**src/rtl/slc_pkg.sv**
```systemverilog
// Package for the set-associative LRU cache tag store.
// Holds default sizes, register codes, reset values and the word types.
// No dependencies.
package slc_pkg;

    localparam int SLC_NUM_SETS  = 4096;
    localparam int SLC_MAX_WAYS  = 8;
    localparam int SLC_ADDR_BITS = 32;

    localparam int TAG_W     = 32;
    localparam int IDX_W     = 12;
    localparam int CNT_W     = 32;
    localparam int CFG_IDX_W = 2;
    localparam int CFG_DAT_W = 5;

    localparam logic [3:0] IDX_BITS_CAP = 4'd12;

    localparam logic [CFG_IDX_W-1:0] REG_OFFSET_BITS = 2'd0;
    localparam logic [CFG_IDX_W-1:0] REG_INDEX_BITS  = 2'd1;
    localparam logic [CFG_IDX_W-1:0] REG_WAYS_USED   = 2'd2;

    localparam logic [4:0] RST_OFFSET_BITS = 5'd5;
    localparam logic [3:0] RST_INDEX_BITS  = 4'd12;
    localparam logic [3:0] RST_WAYS_USED   = 4'd4;

    typedef struct packed {
        logic        [31:0] base_address;
        logic signed [31:0] address_offset;
    } t_slc_in;

    typedef struct packed {
        logic             hit;
        logic             evicted;
        logic [IDX_W-1:0] set_index;
        logic [TAG_W-1:0] line_tag;
        logic [CNT_W-1:0] hit_total;
        logic [CNT_W-1:0] miss_total;
    } t_slc_out;

    typedef struct packed {
        logic hit;
        logic evicted;
    } t_slc_status;

endpackage

```
**src/rtl/slc_way_logic.sv**
```systemverilog
// Way search and LRU update for one set row of the cache tag store.
// Depends on slc_pkg for the tag width and the status type.
module slc_way_logic import slc_pkg::*; #(
    parameter int MAX_WAYS = SLC_MAX_WAYS,
    parameter int RW       = 3,
    parameter int WW       = 3
) (
    input  logic [MAX_WAYS*TAG_W-1:0] i_tag_row,
    input  logic [MAX_WAYS-1:0]       i_valid,
    input  logic [MAX_WAYS*RW-1:0]    i_ranks,
    input  logic [TAG_W-1:0]          i_tag,
    input  logic [5:0]                i_ways,
    output t_slc_status               o_status,
    output logic [MAX_WAYS*TAG_W-1:0] o_tag_row,
    output logic [MAX_WAYS-1:0]       o_valid,
    output logic [MAX_WAYS*RW-1:0]    o_ranks
);

    localparam logic [RW-1:0] RANK_TOP = RW'(MAX_WAYS - 1);

    logic [MAX_WAYS-1:0] in_range;
    logic                hit;
    logic                free;
    logic [WW-1:0]       hit_way;
    logic [WW-1:0]       free_way;
    logic [WW-1:0]       old_way;
    logic [WW-1:0]       victim;
    logic [RW-1:0]       hit_rank;
    logic [RW-1:0]       best;
    logic [RW:0]         below;
    logic                evict;
    logic [RW-1:0]       rank_w;
    logic                live;

    always_comb begin
        hit      = 1'b0;
        free     = 1'b0;
        hit_way  = '0;
        free_way = '0;
        old_way  = '0;
        hit_rank = '0;
        best     = '0;
        for (int w = 0; w < MAX_WAYS; w++) begin
            in_range[w] = 6'(w) < i_ways;
        end
        for (int w = 0; w < MAX_WAYS; w++) begin
            if (!hit && in_range[w] && i_valid[w] && i_tag_row[w*TAG_W +: TAG_W] == i_tag) begin
                hit      = 1'b1;
                hit_way  = WW'(w);
                hit_rank = i_ranks[w*RW +: RW];
            end
        end
        for (int w = 0; w < MAX_WAYS; w++) begin
            if (!free && in_range[w] && !i_valid[w]) begin
                free     = 1'b1;
                free_way = WW'(w);
            end
        end
        for (int w = 0; w < MAX_WAYS; w++) begin
            if (in_range[w] && (w == 0 || i_ranks[w*RW +: RW] > best)) begin
                best    = i_ranks[w*RW +: RW];
                old_way = WW'(w);
            end
        end
        evict  = !hit && !free;
        victim = hit ? hit_way : (free ? free_way : old_way);
        below  = hit ? {1'b0, hit_rank} : '1;

        o_tag_row = i_tag_row;
        o_valid   = i_valid;
        o_ranks   = i_ranks;
        for (int w = 0; w < MAX_WAYS; w++) begin
            rank_w = i_ranks[w*RW +: RW];
            live   = i_valid[w] && !(evict && WW'(w) == victim);
            if (in_range[w] && live && {1'b0, rank_w} < below && rank_w < RANK_TOP) begin
                o_ranks[w*RW +: RW] = rank_w + RW'(1);
            end
            if (WW'(w) == victim) begin
                o_ranks[w*RW +: RW] = '0;
                o_valid[w]          = 1'b1;
                if (!hit) begin
                    o_tag_row[w*TAG_W +: TAG_W] = i_tag;
                end
            end
        end
        o_status.hit     = hit;
        o_status.evicted = evict;
    end

endmodule

```
**config.mk**
```make
export PLATFORM = sky130hd
export DESIGN_NAME = slc_way_logic
export DESIGN_NICKNAME = d
export VERILOG_FILES = /design/src/rtl/slc_pkg.sv /design/src/rtl/slc_way_logic.sv
export SDC_FILE = /design/constraint.sdc
export NUM_CORES = 1
export LEC_CHECK = 0
export ABC_AREA = 1
export BUFFER_PORTS_ARGS = -buffer_cell sky130_fd_sc_hd__buf_2
export CORE_AREA = 5 5 239 241
export DETAILED_ROUTE_END_ITERATION = 16
export DIE_AREA = 0 0 244 246
export SLEW_MARGIN = 15
export SYNTH_ARGS = -nofsm -noshare
export SYNTH_HDL_FRONTEND = slang
export SYNTH_SLANG_ARGS = --single-unit
```
**constraint.sdc**
```tcl
create_clock -name vclk -period 36.6
set_input_delay 7.32 -clock vclk [all_inputs]
set_output_delay 7.32 -clock vclk [all_outputs]
set_load 0.03 [all_outputs]
```
======== After elaboration in Yosys (flattened, before gate mapping) ========
Cells that the tools add are included.
word-level totals
  output and inout port bits .............. 290
  logic and storage cells ................. 268
  register bits ........................... 0
  bits of input ports ..................... 326
operators by class
  add/subtract/negate cells ............... 8
  mux-type cells .......................... 95
  reductions and logical operators ........ 119
  eq/ne operators ......................... 15
  order comparisons ....................... 31
operators by type and width
  cell                                                                  count
  32-bit two-way mux                                                    16
  32-bit == test                                                        8
  3-bit two-way mux                                                     49
  1-bit logical AND                                                     86
  1-bit logical NOT                                                     32
  3-bit by 4-bit < comparator with 1-bit output                         8
  1-bit two-way mux                                                     27
  3-bit by 1-bit adder with 3-bit output (second input constant)        8
  3-bit < comparator (second input constant)                            8
  3-bit by 6-bit < comparator with 1-bit output (first input constant)  4
  3-bit greater-than comparator                                         7
  3-bit == test (first input constant)                                  4
  1-bit by 6-bit < comparator with 1-bit output (first input constant)  2
  2-bit by 6-bit < comparator with 1-bit output (first input constant)  2
  2-bit by 3-bit == test with 1-bit output (first input constant)       2
  2-bit two-way mux                                                     2
  4-bit two-way mux                                                     1
  1-bit by 3-bit == test with 1-bit output (first input constant)       1
  3-bit logical NOT                                                     1

======== Logic depth before layout (Yosys ltp) ========
Gate-level depths: netlist (run 1).
  word-level depth ........................ 49
  gate-level depth with buffers ........... 64
  depth with buffers taken out ............ 62

======== Worst setup path before layout (run 1) ========
OpenSTA, ideal clock, no wires.
  kind .................................... input -> output
  start point ............................. input i_ways[5]
  end point ............................... output o_tag_row[110]
  data arrival time ....................... 15.268 ns
  cell stages on the path ................. 55
  path slack .............................. 14.012 ns
  required time ........................... 29.280 ns
  cells stage by stage .................... nor2_2 nand3_2 nand2_1 inv_1 ha_1 nand3b_1 nand2_1 nand3_2 o21ai_0 ha_1 o21ai_0 nand3_1 nand3_2 nand2_2 o21ai_0 ha_1 or2_2 o22ai_1 (+19 left out) o21ai_0 nand3_1 nand2_1 o21ai_0 ha_1 a21oi_1 o21ai_0 nand2_1 o21ai_0 nor2_2 nand3_1 nand2_1 nand2_1 nand2_1 nand2_1 buf_2 buf_2 o21ai_0
between the ends
  word-level cells in the longest chain between the ends .. 42
  elaborated cells between the ends (all ways) .. 123
  those cells by class .................... order compare: 15; eq/ne: 1; mux: 48; reduce/logical: 59
ends and longest elaborated chain
  what                                                                                    line                 source
  start: declaration                                                                      slc_way_logic.sv:12  input logic [5:0] i_ways,
  branches (longest 41 deep; another with 1-bit by 6-bit < comparator with 1-bit output)  --
  32-bit two-way mux *                                                                    slc_way_logic.sv:78  if (WW'(w) == victim) begin
  end: declaration                                                                        slc_way_logic.sv:14  output logic [MAX_WAYS*TAG_W-1:0] o_tag_row,
Mark *: on every way between the ends.

======== Worst setup path in the final report (run 1) ========
  start point ............................. input i_ways[5]
  end point ............................... output o_tag_row[91]
The elaborated chain is that of the path after synthesis.

==> results.sh, run 1 <==
export IMPL_status="finished clean"
export IMPL_dpl_hpwl_um=88300
export IMPL_cts_setup_buffers=0
export IMPL_path_buf_inv=3
export IMPL_rsz0062_at_grt="no"
export IMPL_hold_path_class="input port to primary output"
export IMPL_finalSetupViolCount=0
export IMPL_cp_common_cell="o21ai_0"
export IMPL_hold_start="i_valid[0]"
export IMPL_arrival_ns=17.46
export IMPL_yosysTopAreaCell="nand2_1"
export IMPL_tightest_slew_ns=1.33
export IMPL_grt_overflow_total=0
export IMPL_syn_avg_cell_area_um2=5.23
export IMPL_use_met1=0.447
export IMPL_io_pins=616
export IMPL_synthMostInstantiatedCell="nand2_1"
export IMPL_met2_usage=0.534
export IMPL_synth_cell_types=55
export IMPL_final_antenna_net_count=0
export IMPL_io_buffers=616
export IMPL_worstPathRequired_ns=29.28
export IMPL_finalSetupTns_ns=0
export IMPL_syn_instance_count=2044
export IMPL_drv_cap=0
export IMPL_grt_use_met3=0.110
export IMPL_worstSetupStartpointType="input port"
export IMPL_synth_area_mm2=0.0107
export IMPL_multi_input_area_mm2=0.00872
export IMPL_crit_family="simple AND/OR/NAND/NOR gates"
export IMPL_synth_top_cell_area_share=0.135
export IMPL_die_area_mm2=0.0600
export IMPL_fp_dieH_um=246
export IMPL_drt_iter0_drc=2452
export IMPL_gp_congestion=1.01
export IMPL_drc=0
export IMPL_grt_max_degree=87
export IMPL_vias=19400
export IMPL_die_w_um=244
export IMPL_drt_wl_total_um=115000
export IMPL_fmax_ghz=0.0404
export IMPL_rows=86
export IMPL_slew_headroom=0.112
export IMPL_ff_latch_area_um2=0
export IMPL_routedWlPerCell_um=34.8
export IMPL_hold_violations=0
export IMPL_antenna_found_initial=27
export IMPL_via_per_inst=5.87
export IMPL_ys_seq_area_frac=0
export IMPL_fill_cells=6510
export IMPL_worst_path_largest_cell_delay_ns=0.71
export IMPL_cp_end_kind="primary output"
export IMPL_synth_nets=2407
export IMPL_period_share=0.677
export IMPL_core_mm2=0.0547
export IMPL_grt_busiest_layer="met2"
export IMPL_grt_pass1_vias=18100
export IMPL_path_class="input port to primary output"
export IMPL_yosys_warnings=0
export IMPL_cts_resized=0
export IMPL_grt_pass1_wl_um=150000
export IMPL_cp_slowest_cell="nor2_4"
export IMPL_grtUsageTotal=0.355
export IMPL_n_clock_buffer=0
export IMPL_final_max_slew_violation_count=0
export IMPL_crit_path_start="i_ways[5]"
export IMPL_synthToLayoutAreaGrowth_pct=34.4
export IMPL_drive_above_1_share=0.280
export IMPL_ys_top_cells_by_area="nand2_1 13%, inv_1 12%, o22ai_1 11%"
export IMPL_nFlopsAndLatches=0
export IMPL_nets=2954
export IMPL_first_pass_iters=6
export IMPL_start_util=0.195
export IMPL_min_period_ns=24.78
export IMPL_hold_buffers=0
export IMPL_critPathMaxFanout=46
export IMPL_synth_common_cells="384 x nand2_1, 340 x inv_1, 184 x o22ai_1"
## worst min-delay path, cell delays in order
cell,delay (ns)
buf_2,0.09
inv_1,0.04
nand2_1,0.05
buf_2,0.19
## cell type report
class                      instances  share of cell area
multi-input combinational       1572               0.607
timing repair buffer             651               0.233
inverter                         366              0.0958
tap                              704              0.0613
antenna                           16             0.00279
## placed cells by master, fill, tap and decap left out, types with 8 or more instances in the layout
cell type	instances
a2111oi_0	9
a21oi_1	17
buf_2	616
buf_4	35
diode_2	16
ha_1	37
inv_1	340
inv_2	18
nand2_1	383
nand2_2	21
nand3_1	81
nand3b_1	8
nand4_1	109
nor2_1	181
nor2_2	9
nor2_4	9
nor3_1	37
nor4_1	47
o2111ai_1	17
o211ai_1	9
o21ai_0	165
o21ai_1	91
o22ai_1	184
xnor2_1	65
xor2_1	29
## kinds of logic after synthesis
| group | synth area share |
|---|---|
| AO/OA/AOI/OAI | 0.288 |
| XOR/XNOR | 0.0770 |
| AND/OR/NAND/NOR | 0.406 |
| buffers and inverters | 0.186 |
| adder cells (fa/ha/maj) | 0.0433 |
## metrics by stage
step / hold slack, ns / instances / setup WS (ns) / cell area [um^2] / util
3_5_place_dp: 15.02 / 3293 / 12.13 / 14300 / 0.262
6_report: 15.01 / 3309 / 11.82 / 14400 / 0.263
5_1_grt: 15.06 / 3299 / 11.00 / 14300 / 0.262
3_3_place_gp: 15.03 / 3293 / 12.32 / 14300 / 0.262
4_1_cts: 15.02 / 3293 / 12.07 / 14300 / 0.262
2_1_floorplan: 14.86 / 2044 / 14.01 / 10700 / -
## path summary, 6_finish.rpt
kind,to,slack (ns),depth (start not counted)
setup / recovery,o_tag_row[91],11.82,55
hold / removal,o_valid[0],15.01,4
## routing by layer
metal / share of wire / vias up
li1: - / 8176
met3: 0.13 / 447
met5: 0.0022 / -
met2: 0.41 / 1814
met4: 0.077 / 16
met1: 0.38 / 8985
==> run 2: changes to the inputs <==
==> constraint.sdc (replaced) <==
create_clock -name vclk -period 20.3
set_input_delay 4.06 -clock vclk [all_inputs]
set_output_delay 4.06 -clock vclk [all_outputs]
set_load 0.03 [all_outputs]
==> run 2 against run 1 <==
Against the previous run: wire length up 0.22%; worst hold slack worse by 6.5 ns; critical endpoint is now o_tag_row[66]; worst setup slack worse by 9.6 ns; via count up 0.61%; critical path depth up 1; critical path type unchanged; design area about the same; non-clock buffer count up 1.
==> results.sh, run 2 (synthesis results as in run 1) <==
export IMPL_grt_pass1_wl_um=150000
export IMPL_cts_resized=0
export IMPL_crit_family="simple AND/OR/NAND/NOR gates"
export IMPL_final_cells=3309
export IMPL_fmax_ghz=0.0552
export IMPL_drt_iter0_drc=2547
export IMPL_drt_wl_total_um=115000
export IMPL_slew_headroom=0.136
export IMPL_hold_violations=0
export IMPL_final_antenna_net_count=0
export IMPL_via_per_inst=5.91
export IMPL_n_clock_buffer=0
export IMPL_die_area_mm2=0.0600
export IMPL_grtUsageTotal=0.356
export IMPL_path_class="input port to primary output"
export IMPL_nFlopsAndLatches=0
export IMPL_core_mm2=0.0547
export IMPL_synthToLayoutAreaGrowth_pct=34.5
export IMPL_grt_pass1_vias=18100
export IMPL_nets=2955
export IMPL_hold_path_class="input port to primary output"
export IMPL_final_max_slew_violation_count=0
export IMPL_finalSetupViolCount=0
export IMPL_cts_setup_buffers=0
export IMPL_rsz0062_at_grt="no"
export IMPL_routedWlPerCell_um=34.8
export IMPL_hold_buffers=0
export IMPL_tightest_slew_ns=1.29
export IMPL_grt_max_degree=71
export IMPL_cp_slowest_cell="nor2_4"
export IMPL_io_buffers=616
export IMPL_worstSetupStartpointType="input port"
export IMPL_die_w_um=244
export IMPL_dp_cells=3294
export IMPL_arrival_ns=14.05
export IMPL_cp_common_cell="o21ai_0"
export IMPL_path_buf_inv=4
export IMPL_grt_overflow_total=0
export IMPL_worstPathRequired_ns=16.24
export IMPL_design_area_mm2=0.0144
export IMPL_antenna_found_initial=19
export IMPL_gp_congestion=1.01
export IMPL_place_area_mm2=0.0143
export IMPL_crit_cells=56
export IMPL_postLayoutCoreUtil=0.263
export IMPL_rows=86
export IMPL_drc=0
export IMPL_hold_depth=4
export IMPL_fill_cells=6550
export IMPL_vias=19600
export IMPL_min_period_ns=18.11
export IMPL_period_share=0.892
export IMPL_final_common_cell="buf_2"
export IMPL_start_util=0.195
export IMPL_worst_path_largest_cell_delay_ns=0.72
export IMPL_dpl_hpwl_um=88600
export IMPL_ff_latch_area_um2=0
export IMPL_finalSetupTns_ns=0
export IMPL_first_pass_iters=8
export IMPL_io_pins=616
export IMPL_critPathMaxFanout=46
export IMPL_layout_common_cells="616 x buf_2, 383 x nand2_1, 340 x inv_1"
export IMPL_drive_above_1_share=0.281
export IMPL_status="finished clean"
export IMPL_fp_dieH_um=246
export IMPL_drv_cap=0
export IMPL_cp_end_kind="primary output"
==> run 2: changes by cell type in the layout (fill, tap and decap cells not counted), sizes merged <==
cell,change
buf,+1
diode,-1
==> run 2: area by class of cell <==
| class | instances | area (um^2) | share of cell area |
|---|---|---|---|
| diodes | 15 | 37.5 | 0.00261 |
| inverters | 366 | 1380 | 0.0958 |
| multi-input cells | 1572 | 8720 | 0.607 |
| well taps | 704 | 881 | 0.0613 |
| repair buffers | 652 | 3350 | 0.233 |
==> run 2: tightest hold or removal path, stage by stage <==
cell	delay, ns
buf_2	0.09
inv_1	0.04
nand2_1	0.06
buf_2	0.19
==> run 2: worst paths after layout <==
check | start | end | slack (ns)
worst max-delay path | i_ways[5] | o_tag_row[66] | 2.19
worst min-delay path | i_valid[0] | o_valid[0] | 8.51
==> run 2: metal layers <==
| layer | share of wire | vias to the layer above | global-route usage |
|---|---|---|---|
| met2 | 0.40 | 1861 | 0.527 |
| li1 | - | 8159 | - |
| met4 | 0.083 | 6 | 0.230 |
| met1 | 0.38 | 9092 | 0.438 |
| met3 | 0.13 | 439 | 0.126 |
| met5 | 0.00071 | - | 0.00735 |
==> run 2: per-stage QoR <==
step / setup WS (ns) / hold WS (ns)
after floorplan: 4.23 / 8.34
after global placement: 2.54 / 8.51
after detailed placement: 2.46 / 8.50
after CTS: 2.42 / 8.51
after global routing: 1.50 / 8.53
final: 2.19 / 8.51
